--- config.mk ---
export PLATFORM = sky130hd
export DESIGN_NAME = b2d_cmp
export DESIGN_NICKNAME = d
export VERILOG_FILES = /design/src/b2d_pkg.sv /design/src/b2d_cmp.sv
export SDC_FILE = /design/constraint.sdc
export NUM_CORES = 1
export LEC_CHECK = 0
export BUFFER_PORTS_ARGS = -buffer_cell sky130_fd_sc_hd__buf_2
export CELL_PAD_IN_SITES_DETAIL_PLACEMENT = 2
export CELL_PAD_IN_SITES_GLOBAL_PLACEMENT = 2
export CORE_UTILIZATION = 21
export DETAILED_ROUTE_END_ITERATION = 12
export PLACE_DENSITY_LB_ADDON = 0.1
export SLEW_MARGIN = 20
export SYNTH_ARGS = -nofsm -noshare
export SYNTH_HDL_FRONTEND = slang
export SYNTH_SLANG_ARGS = --single-unit
export TNS_END_PERCENT = 50
--- constraint.sdc ---
create_clock -name vclk -period 2.3
set_input_delay 0.46 -clock vclk [all_inputs]
set_output_delay 0.46 -clock vclk [all_outputs]
set_load 0.05 [all_outputs]
--- src/b2d_pkg.sv ---
// Package with types, constants and helpers shared by the binned two-axis lookup table.
package b2d_pkg;

	localparam int MAX_BINS_X = 32;
	localparam int MAX_BINS_Y = 32;

	localparam int VAL_W = 32;
	localparam int KIND_W = 3;
	localparam int EIDX_W = 6;
	localparam int CNT_W = 6;
	localparam int BIN_W = 5;
	localparam int CFG_IDX_W = 1;

	localparam int EDGE_X_DEPTH = MAX_BINS_X + 1;
	localparam int EDGE_Y_DEPTH = MAX_BINS_Y + 1;
	localparam int EDGE_MAX_DEPTH = (EDGE_X_DEPTH > EDGE_Y_DEPTH) ? EDGE_X_DEPTH : EDGE_Y_DEPTH;
	localparam int EA_W = $clog2(EDGE_MAX_DEPTH);

	localparam int CELL_DEPTH = MAX_BINS_X * MAX_BINS_Y;
	localparam int CELL_W = (CELL_DEPTH > 1) ? $clog2(CELL_DEPTH) : 1;

	localparam logic signed [VAL_W-1:0] Q_ONE = 32'sh0001_0000;

	typedef enum logic [KIND_W-1:0] {
		KIND_EDGE  = 3'd0,
		KIND_PRIOR = 3'd1,
		KIND_ERROR = 3'd2,
		KIND_READ  = 3'd3,
		KIND_CLEAR = 3'd4
	} kind_t;

	typedef enum logic [CFG_IDX_W-1:0] {
		CFG_BINS_X = 1'd0,
		CFG_BINS_Y = 1'd1
	} cfg_reg_t;

	typedef enum logic [3:0] {
		ST_CLEAR,
		ST_IDLE,
		ST_START,
		ST_EDGE_CMP,
		ST_LOC_START,
		ST_LOC_HI,
		ST_LOC_SCAN,
		ST_CELL,
		ST_CELL_RD,
		ST_OUT
	} state_t;

	typedef struct packed {
		logic [KIND_W-1:0]       kind;
		logic                    axis;
		logic [EIDX_W-1:0]       edge_index;
		logic signed [VAL_W-1:0] edge_value;
		logic signed [VAL_W-1:0] coord_x;
		logic signed [VAL_W-1:0] coord_y;
		logic signed [VAL_W-1:0] cell_value;
	} item_t;

	typedef struct packed {
		logic signed [VAL_W-1:0] prior_out;
		logic signed [VAL_W-1:0] error_out;
		logic [BIN_W-1:0]        bin_x_out;
		logic [BIN_W-1:0]        bin_y_out;
		logic                    out_of_range;
		logic                    not_probability;
		logic                    order_error;
	} result_t;

	typedef struct packed {
		logic ge;
		logic gt;
	} cmp_t;

	function automatic logic [EA_W-1:0] eff_bins(input logic [CNT_W-1:0] r, input int maxv);
		if (r == '0) begin
			eff_bins = EA_W'(1);
		end else if (int'(r) > maxv) begin
			eff_bins = EA_W'(maxv);
		end else begin
			eff_bins = EA_W'(r);
		end
	endfunction

endpackage

--- src/b2d_cmp.sv ---
// Shared signed comparator used for edge order checks, range checks and the bin scan.
module b2d_cmp (
	input  logic signed [b2d_pkg::VAL_W-1:0] a,
	input  logic signed [b2d_pkg::VAL_W-1:0] b,
	output b2d_pkg::cmp_t                    res
);
	import b2d_pkg::*;

	logic [VAL_W:0] diff;

	assign diff = {a[VAL_W-1], a} - {b[VAL_W-1], b};

	always_comb begin
		res.ge = ~diff[VAL_W];
		res.gt = ~diff[VAL_W] & (a != b);
	end

endmodule

* Word level (Yosys, flattened, before mapping) *
Index checks and enable logic that the tools add are counted.

operators by class
  add/sub/neg operators = 1
  bitwise operators = 2
  equal/unequal tests = 1

operator list
  operator          number
  $sub A32 B32 Y33  1
  $ne A32 B32 Y1    1
  $and A1 B1 Y1     1
  $not A1 Y1        1

storage, ports and cells
  output and inout bits = 2
  bits of input ports = 64
  bits in registers = 0

* Longest topological paths before layout *
  depth after elaboration = 3
  mapped depth = 7
  mapped depth without buffers = 7

* Worst setup path before layout *
OpenSTA, ideal clock, no wires.

  kind = input -> output
  start point = input port b[31] (netlist name)
  end point = output port res[0] (netlist name)
  arrival = 2.252 ns
  slack = -0.412 ns
  required time = 1.840 ns
  cell stages on the path = 6
  path buffers = 0
  cell sequence = inv_1 -> ha_1 -> nand4_4 -> nor4_4 -> o311ai_1 -> o221ai_1

RTL lines
  element             line          RTL
  start: declaration  b2d_cmp.sv:4  input logic signed [b2d_pkg::VAL_W-1:0] b,
  end: declaration    b2d_cmp.sv:5  output b2d_pkg::cmp_t res

==> results.py <==
metrics = {
    "route": {
        "drt_iter0_drc": 12,
        "num_vias": 1173,
        "avgViaCountPerCell": 4.79,
        "final_antenna_net_count": 0,
        "wl_per_cell_um": 14.8,
        "firstDrtPassIters": 2,
        "wirelength_um": 3620,
        "drc": 0,
    },
    "setup_path": {
        "cp_slowest_cell": "nor4_4",
        "crit_path_start_kind": "input port",
        "critPathRequiredTime_ps": 1840,
        "cp_max_fo": 3,
        "cp_top_family": "simple AND/OR/NAND/NOR gates",
        "crit_path_start": "b[19]",
        "worstPathBufferInverterCount": 3,
        "critPathMostFrequentCell": "buf_6",
        "arrival_ps": 1950,
        "worst_setup_path_end_kind": "primary output",
        "path_cells": "buf_6 > inv_4 > ha_4 > nand4_1 > nor4_4 > o311ai_2 > o221ai_2 > buf_6",
        "crit_end": "res[0]",
        "path_depth": 8,
        "slowest_delay_ps": 400,
        "path_class": "input port to primary output",
    },
    "placement": {
        "place_congestion": 0.662,
        "io_buffers": 66,
        "pre_cts_ws_ps": -274,
        "dp_hpwl_um": 3130,
    },
    "worst_hold_path": {
        "hp-start": "a[31]",
        "hold_class": "input port to primary output",
    },
    "floorplan": {
        "die_h_um": 67.5,
        "dieWidth_um": 67.5,
        "die-area_um2": 4560,
        "rows": 23,
        "core_um2": 4060,
        "io_pins": 66,
        "start_util_pct": 22.2,
    },
    "cells_and_area": {
        "n_clock_buffer": 0,
        "seq_cells": 0,
        "antenna_cells": 0,
        "drive_gt1_share_pct": 65.1,
        "final_util_pct": 42.8,
        "area_delta_synth_final_pct": 92.6,
        "nNetsFinal": 293,
        "ff_latch_area_um2": 0,
        "fillers": 471,
    },
    "timing": {
        "rsz0062_at_grt": "true",
        "tightest_slew_ps": 338,
        "relSlewSlack_pct": 77.2,
        "layout_setup_ws_ps": -108,
        "fmax_ghz": 0.415,
        "setup_viol": 2,
        "fin_crit_sh_pct": 105,
        "hold_viol_final": 0,
        "finalMaxSlewViolations": 0,
        "period_needed_ps": 2410,
    },
    "power": {
        "ir_drop_mv": 0.0632,
        "cellPowerDensity_nw_per_um2": 203,
        "p_leak_nw": 0.842,
        "seq_power_share_pct": 0,
        "p_int_mw": 0.180,
        "power_frac_clock_pct": 0,
        "switching_share_pct": 49.0,
        "power_frac_comb_pct": 100.0,
        "fin_total_pwr_mw": 0.352,
        "p_sw_mw": 0.173,
    },
    "logic_synthesis": {
        "synth-adder-area-share_pct": 44.4,
        "ys_types": 24,
        "synth_fp_nets": 217,
        "synth_area_leaders": "ha_1, inv_1, a21oi_1",
        "syn_avg_cell_area_um2": 7.45,
        "synth.top_cell.area_share_pct": 44.4,
        "ys_warn_count": 0,
        "synth_top_family_by_area": "adder cells",
        "syn_inst": 121,
        "ys_seq_area_share_pct": 0,
        "synth_top_area_cell": "ha_1",
        "synth_area_um2": 901,
        "synthSimpleGateAreaFrac_pct": 21.1,
        "yosys.area_share.xor_xnor_pct": 0,
        "synth_compound_area_share_pct": 20.3,
        "muxShareOfSynthArea_pct": 0,
    },
    "grt": {
        "grt_pass1_wl_um": 5750,
        "grt_use_total_pct": 16.5,
        "antenna_found_initial": 0,
        "met1_usage_pct": 16.3,
        "grt-ovfl-total": 0,
        "busiest_layer": "met2",
        "met3_usage_pct": 1.18,
        "grt_pass1_vias": 1353,
        "grt_start_max_net_pins": 5,
        "grt_util_met2_pct": 36.1,
    },
    "cts": {
        "holdBufCountCts": 0,
    },
    "status": {
        "status": "finished with violations",
        "violations": "negative setup slack",
    },
    "flow_run": {
        "maxCapViolCount": 0,
    },
}
[cells in the final DEF, fill, tap and decap left out, types with 2 or more instances in the layout]
cell type	instances
buf_2	54
ha_4	19
inv_1	15
inv_2	14
a21oi_1	14
ha_1	13
buf_6	10
buf_4	10
nand4_1	6
nand2_1	5
inv_4	4
a21o_1	3
nand3_1	3
nand4_4	3
o21ai_0	2
o211ai_1	2
nor3_2	2
[Yosys cell counts]
master,count
nand4_2,1
or2_1,1
a31o_2,1
a211oi_2,1
inv_1,34
o21ai_0,3
nor2_1,2
a21oi_1,15
nand2_1,5
nand4_1,6
o211ai_1,2
o311ai_1,1
ha_1,32
a21o_1,3
nand4_4,2
nand3_1,3
nor4_1,1
and3_1,1
nor3_1,2
nor2b_1,1
o21a_1,1
a2bb2oi_1,1
o221ai_1,1
nor4_4,1
[per-layer routing]
layer / part of all wire [%] / up-vias
met2: 60 / 39
li1: - / 575
met5: 0 / -
met4: 1.4 / 0
met3: 4.5 / 6
met1: 35 / 553
[worst min-delay path, stage by stage]
cell      delay [ps]
buf_2            120
ha_4             130
nor2_2            40
nand4_1          110
o221ai_2         120
buf_6            160
[repair_timing]
action                                  4_1_cts  5_1_grt
resized for setup                            44        5
endpoints found under the hold margin         0        0
buffers inserted                              1        0
endpoints found under the setup margin        2        2
pin swaps                                    19       10
gates cloned                                  0        0
[through the flow]
stage                     TNS (ps)  hold slack, ps  cell area (um2)  instances
after CTS                     -199            1610             1710        245
final                         -178            1610             1740        245
after floorplan               -363            1460              993        121
after detailed placement      -535            1710             1440        244
after global routing          -382            1650             1740        245
after global placement        -380            1630             1440        244
[area by class of cell]
type,instances,area [um2],area share [%]
Multi-Input combinational cell,87,1060,61.4
Timing Repair Buffer,74,458,26.4
Inverter,34,150,8.65
Tap cell,50,62.6,3.60
[how the worst min path moves through the flow]
stage / endpoint / cells after the start
after floorplan: res[0] / 4
after global placement: res[1] / 6
after detailed placement: res[1] / 6
after CTS: res[0] / 6
after global routing: res[0] / 6
final: res[0] / 6
[power groups by stage]
| stage | clock [mW] | sequential [mW] | combinational, mW |
|---|---|---|---|
| 3_3_place_gp | 0 | 0 | 0.266 |
| 4_1_cts | 0 | 0 | 0.348 |
| 2_1_floorplan | 0 | 0 | 0.161 |
| 3_5_place_dp | 0 | 0 | 0.286 |
| 5_1_grt | 0 | 0 | 0.394 |
| 6_report | 0 | 0 | 0.352 |
[cell families (layout without fill, tap and decap cells)]
| family | Yosys count | in the layout |
|---|---|---|
| AOI/OAI and AO/OA | 29 | 29 |
| adders and majority gates | 32 | 32 |
| buffers and inverters | 34 | 108 |
| and+or+nand+nor | 26 | 26 |
Power figures use the tool's default switching activity.
