==> config.mk <==
export PLATFORM = sky130hd
export DESIGN_NAME = b2d_edge_mem
export DESIGN_NICKNAME = d
export VERILOG_FILES = /design/src/b2d_pkg.sv /design/src/b2d_edge_mem.sv
export SDC_FILE = /design/constraint.sdc
export NUM_CORES = 2
export LEC_CHECK = 0
export BUFFER_PORTS_ARGS = -buffer_cell sky130_fd_sc_hd__buf_2
export CAP_MARGIN = 5
export CELL_PAD_IN_SITES_DETAIL_PLACEMENT = 1
export CELL_PAD_IN_SITES_GLOBAL_PLACEMENT = 1
export CORE_MARGIN = 8
export CORE_UTILIZATION = 55
export DETAILED_ROUTE_END_ITERATION = 10
export MAX_ROUTING_LAYER = met4
export PLACE_DENSITY_LB_ADDON = 0.1
export SYNTH_ARGS = -nofsm -noshare
export SYNTH_HDL_FRONTEND = slang
export SYNTH_SLANG_ARGS = --single-unit
==> constraint.sdc <==
create_clock -name clk -period 5.41 [get_ports clk]
set_clock_uncertainty 0.2 [all_clocks]
set_input_delay 1.082 -clock clk [delete_from_list [all_inputs] [get_ports clk]]
set_output_delay 1.082 -clock clk [all_outputs]
set_load 0.01 [all_outputs]
==> src/b2d_pkg.sv <==
// Package with types, constants and helpers shared by the binned two-axis lookup table.
package b2d_pkg;

	localparam int MAX_BINS_X = 32;
	localparam int MAX_BINS_Y = 32;

	localparam int VAL_W = 32;
	localparam int KIND_W = 3;
	localparam int EIDX_W = 6;
	localparam int CNT_W = 6;
	localparam int BIN_W = 5;
	localparam int CFG_IDX_W = 1;

	localparam int EDGE_X_DEPTH = MAX_BINS_X + 1;
	localparam int EDGE_Y_DEPTH = MAX_BINS_Y + 1;
	localparam int EDGE_MAX_DEPTH = (EDGE_X_DEPTH > EDGE_Y_DEPTH) ? EDGE_X_DEPTH : EDGE_Y_DEPTH;
	localparam int EA_W = $clog2(EDGE_MAX_DEPTH);

	localparam int CELL_DEPTH = MAX_BINS_X * MAX_BINS_Y;
	localparam int CELL_W = (CELL_DEPTH > 1) ? $clog2(CELL_DEPTH) : 1;

	localparam logic signed [VAL_W-1:0] Q_ONE = 32'sh0001_0000;

	typedef enum logic [KIND_W-1:0] {
		KIND_EDGE  = 3'd0,
		KIND_PRIOR = 3'd1,
		KIND_ERROR = 3'd2,
		KIND_READ  = 3'd3,
		KIND_CLEAR = 3'd4
	} kind_t;

	typedef enum logic [CFG_IDX_W-1:0] {
		CFG_BINS_X = 1'd0,
		CFG_BINS_Y = 1'd1
	} cfg_reg_t;

	typedef enum logic [3:0] {
		ST_CLEAR,
		ST_IDLE,
		ST_START,
		ST_EDGE_CMP,
		ST_LOC_START,
		ST_LOC_HI,
		ST_LOC_SCAN,
		ST_CELL,
		ST_CELL_RD,
		ST_OUT
	} state_t;

	typedef struct packed {
		logic [KIND_W-1:0]       kind;
		logic                    axis;
		logic [EIDX_W-1:0]       edge_index;
		logic signed [VAL_W-1:0] edge_value;
		logic signed [VAL_W-1:0] coord_x;
		logic signed [VAL_W-1:0] coord_y;
		logic signed [VAL_W-1:0] cell_value;
	} item_t;

	typedef struct packed {
		logic signed [VAL_W-1:0] prior_out;
		logic signed [VAL_W-1:0] error_out;
		logic [BIN_W-1:0]        bin_x_out;
		logic [BIN_W-1:0]        bin_y_out;
		logic                    out_of_range;
		logic                    not_probability;
		logic                    order_error;
	} result_t;

	typedef struct packed {
		logic ge;
		logic gt;
	} cmp_t;

	function automatic logic [EA_W-1:0] eff_bins(input logic [CNT_W-1:0] r, input int maxv);
		if (r == '0) begin
			eff_bins = EA_W'(1);
		end else if (int'(r) > maxv) begin
			eff_bins = EA_W'(maxv);
		end else begin
			eff_bins = EA_W'(r);
		end
	endfunction

endpackage

==> src/b2d_edge_mem.sv <==
// Bin edge memories for both axes with one shared address and a registered read.
module b2d_edge_mem (
	input  logic                             clk,
	input  logic                             axis,
	input  logic [b2d_pkg::EA_W-1:0]         addr,
	input  logic                             we,
	input  logic signed [b2d_pkg::VAL_W-1:0] wdata,
	output logic signed [b2d_pkg::VAL_W-1:0] rdata
);
	import b2d_pkg::*;

	logic signed [VAL_W-1:0] mem_x_q [EDGE_X_DEPTH];
	logic signed [VAL_W-1:0] mem_y_q [EDGE_Y_DEPTH];
	logic signed [VAL_W-1:0] rd_x_q;
	logic signed [VAL_W-1:0] rd_y_q;
	logic                    axis_q;

	always_ff @(posedge clk) begin
		if (we && !axis) begin
			mem_x_q[addr] <= wdata;
		end
		if (we && axis) begin
			mem_y_q[addr] <= wdata;
		end
		rd_x_q <= mem_x_q[addr];
		rd_y_q <= mem_y_q[addr];
		axis_q <= axis;
	end

	assign rdata = axis_q ? rd_y_q : rd_x_q;

endmodule

**Yosys cells after proc, flatten, opt, wreduce, memory -nomap -nowiden**

Memory sizes are Yosys's and may differ from the RTL's. A register that Yosys moved wholly into a read port is not among the register bits.
Index checks and enable logic that the tools add are counted.

- Muxes and demuxes: 5
- Reductions and logical operators: 3

Operators by type and width:

| cell | count |
|---|---|
| $mux 32 | 1 |
| $mux 1 | 4 |
| $logic_and 1x1->1 | 2 |
| $logic_not 1->1 | 1 |

- Logic and storage cells: 11
- Input port bits: 41
- Register bits after elaboration: 1
- Memory bits (writable): 2112
- Memories kept: 2
- Output and inout port bits: 32

Memories:

| memory | words | bits a word | rd ports | clocked after Yosys merged registers in | wr ports | RTL line | source |
|---|---|---|---|---|---|---|---|
| mem_x_q | 33 | 32 | 1 | 1 | 1 | b2d_edge_mem.sv:12 | `logic signed [VAL_W-1:0] mem_x_q [EDGE_X_DEPTH];` |
| mem_y_q | 33 | 32 | 1 | 1 | 1 | b2d_edge_mem.sv:13 | `logic signed [VAL_W-1:0] mem_y_q [EDGE_Y_DEPTH];` |

**Logic depth before layout (Yosys ltp)**

- Word-level depth: 4
- Gate-level depth with buffers: 11
- Depth with buffers taken out: 5

**Least setup slack after synthesis**

No wires, ideal clock.

- Path type: input -> register
- From: input port addr[2] (netlist bit)
- To: memory mem_x_q[32][0] (enable)
- Data required time: 4789 ps
- Library setup time: 421 ps
- Slack: 1005 ps
- Buffers on the path: 5
- Cell stages on the path: 10
- Arrival: 3784 ps
- Path through: buf_6 -> buf_4 -> inv_1 -> buf_2 -> buf_2 -> buf_2 -> nand2_1 -> nor3_1 -> nand3_1 -> nor2_1

RTL lines:

| element | RTL line | source |
|---|---|---|
| start, declared | b2d_edge_mem.sv:5 | `input logic [b2d_pkg::EA_W-1:0] addr,` |
| end, declared | b2d_edge_mem.sv:12 |  |

Straight into the memory's write port.

**Final worst setup path**

- From: register axis_q
- To: output port rdata[25] (netlist bit)

- Cells in the longest elaborated chain, start to end: 1

Ends and longest elaborated chain:

| element | RTL line | source |
|---|---|---|
| start, declared | b2d_edge_mem.sv:16 | `logic axis_q;` |
| start signal, assigned | b2d_edge_mem.sv:27 | `axis_q <= axis;` |
| $mux 32 | b2d_edge_mem.sv:30 | `assign rdata = axis_q ? rd_y_q : rd_x_q;` |
| end, declared | b2d_edge_mem.sv:8 | `output logic signed [b2d_pkg::VAL_W-1:0] rdata` |

No other way between the ends.

==> results.ini <==
[placement]
io_buffers = 72
pre_cts_slack_ns = 1.19
gp_congestion = 0.834
dp.cells = 6502
dp_hpwl_um = 156000
place_area_sq_mm = 0.0868

[job]
maxCapViolCount = 0

[power]
power_density_mw_per_mm2 = 376
peakVddDrop_uv = 432
p_total_mw = 35.2
total_leakage_power_nw = 30.2

[synthesis]
synth_cells = 4510
syn_area_per_cell_sq_um = 18.3
ys_warn_count = 0
synthDistinctLibCells = 59
synth_top_area_share_pct = 76.9
ys_async_sr_fraction_pct = 0
syn_area_sq_mm = 0.0825
ys_seq_area_share_pct = 78.4
yosysTopAreaCell = edfxtp_1
ys_ff_latch = 2177
synth_edf_count = 2112
syn_nets = 4551
synthTopCellsByArea = edfxtp_1 (77%), mux2i_1 (4.4%), a221oi_1 (2.5%), mux2_2 (2.1%), a22oi_1 (1.9%)
synthFlopType = edfxtp_1

[sta]
worst_pin_slew_ns = 1.41
fmax_mhz = 228
finalSetupTns_ns = 0
setup_violations = 0
layout_setup_ws_ns = 1.02
period_minus_slack_ns = 4.39
slew_viol_final = 0
rsz0062_at_grt = no
fin_hold_ws_ns = 0.254
timing.slew.headroom_pct = 5.76
finalHoldViolations = 0
post-route-period-util_pct = 81.1

[final_layout]
fillers = 12574
seq_area_sq_mm = 0.0647
instances_no_fill = 6907
final_nets = 4745
drive_gt1_share_pct = 18.4
finish.utilization_pct = 62.6
multi_input_area_sq_mm = 0.0168
design_area_sq_mm = 0.0936
area_growth_pct = 13.4

[setup_path]
arrival_ns = 3.10
worst-setup-path-type = flip-flop to output port
worstPathCellList = buf_4, mux2_2, buf_2
required_ns = 4.13
cp-end-kind = output port
slowest_delay_ns = 1.13
start_kind = flip-flop
cp_slowest_cell = dfxtp_2
critPathMaxFanout = 21

[global_routing]
grt_pass1_wl_um = 393000
antenna_found_initial = 14
grt_pass1_vias = 49804
grt_max_degree = 94
grt_remaining_overflow = 0
grt_use_total_pct = 35.5

[cts]
cts_setup_buffers = 0
clock_latency_ns = 0.84
cts-root-buf = clkbuf_16
cts_made_buffers = 214
tritoncts = built
h-tree-depth = 4
post_cts_resized = 0
hold_buffers = 0
clock_sinks = 2177
cts_max_path_buffers = 3
clk_pin_slew_ns = 0.06

[floorplanning]
die_h_um = 403
initial_utilization_pct = 55.2
rows = 142
die_w_um = 403
io_pins = 73
die-area_sq_mm = 0.163
core_sq_mm = 0.149

[detailed_routing]
vias = 49294
wl_per_cell_um = 41.4
drc = 0
dr.pass1.iters = 8
drt-initial-drc-count = 7565
ant_nets = 0
viasPerCell = 7.14
finalWirelength_um = 286000

[status]
status = completed

[hold_path]
hp-class = flip-flop to flip-flop

==> state kept, by name, summed over array words and instances, names as in the netlist <==
register,flops
rd_y_q,32
axis_q,1
mem_y_q,1056
mem_x_q,1056
rd_x_q,32
==> layout make-up <==
| class | instances | area share, % |
|---|---|---|
| Clock inverter | 93 | 0.790 |
| Inverter | 4 | 0.0241 |
| Antenna cell | 6 | 0.0160 |
| Timing Repair Buffer | 290 | 2.94 |
| Multi-Input combinational cell | 2017 | 18.0 |
| Tap cell | 2016 | 2.70 |
| Clock buffer | 304 | 6.41 |
| Sequential cell | 2177 | 69.2 |
==> where the power goes <==
part	leakage (nW)	total (mW)	switching (mW)	internal (mW)
Clock	3.31	14.5	6.30	8.24
Sequential	19.5	18.7	0.0858	18.6
Combinational	7.35	1.96	1.41	0.550
Total	30.2	35.2	7.79	27.4
==> final timing paths <==
check,startpoint,endpoint,cells past startpoint,slack (ns)
worst min register to register,mem_x_q[32][21],rd_x_q[21],2,0.25
worst max register to register,mem_y_q[8][18],rd_y_q[18],5,3.15
worst min-delay path,mem_x_q[32][21],rd_x_q[21],2,0.25
worst max-delay path,axis_q,rdata[25],3,1.02
==> synthesized netlist by cell type, types with 65 or more instances <==
library cell,number
a21oi_1,79
a221oi_1,231
a22oi_1,204
buf_2,90
clkbuf_1,114
dfxtp_1,65
edfxtp_1,2112
mux2_2,155
mux2i_1,362
nand2_1,118
nor2_1,160
o21ai_0,156
o22ai_1,96
==> metal layers <==
layer	track usage, %	part of all wire [%]
met5	-	0
met4	15.5	5.2
met3	7.24	12
met2	53.8	46
met1	47.1	37
==> worst max-delay path, delay by kind of cell (launching register included) <==
kind	cells	cell delay [ns]
buf+inv	2	0.61
flops	1	1.13
mux	1	0.47
==> placed cells by master (no fill, tap or decap), types with 20 or more instances in the layout <==
| cell | instances |
|---|---|
| clkbuf_8 | 20 |
| o211ai_1 | 24 |
| o221ai_1 | 23 |
| mux4_2 | 54 |
| edfxtp_1 | 2112 |
| clkbuf_16 | 219 |
| nand2_1 | 116 |
| a221o_1 | 24 |
| a21oi_1 | 79 |
| o22a_1 | 58 |
| a221oi_1 | 231 |
| o2bb2ai_1 | 22 |
| o21ai_0 | 156 |
| buf_4 | 161 |
| dfxtp_1 | 64 |
| buf_2 | 68 |
| a222oi_1 | 22 |
| mux2i_1 | 362 |
| clkbuf_1 | 65 |
| a22oi_1 | 204 |
| nand3_1 | 22 |
| clkinv_2 | 39 |
| a22o_1 | 54 |
| nor2_1 | 90 |
| nor2_4 | 69 |
| buf_12 | 58 |
| mux2_2 | 155 |
| clkinv_1 | 36 |
| o22ai_1 | 96 |
| nand4_1 | 26 |
==> cells by family after synthesis <==
logic type / synth area share, %
AO/OA/AOI/OAI: 9.50
buffers and inverters: 1.96
multiplexers: 8.01
AND/OR/NAND/NOR: 2.10
flip-flops: 78.4
Note: power is estimated with default switching activity, not from simulation.
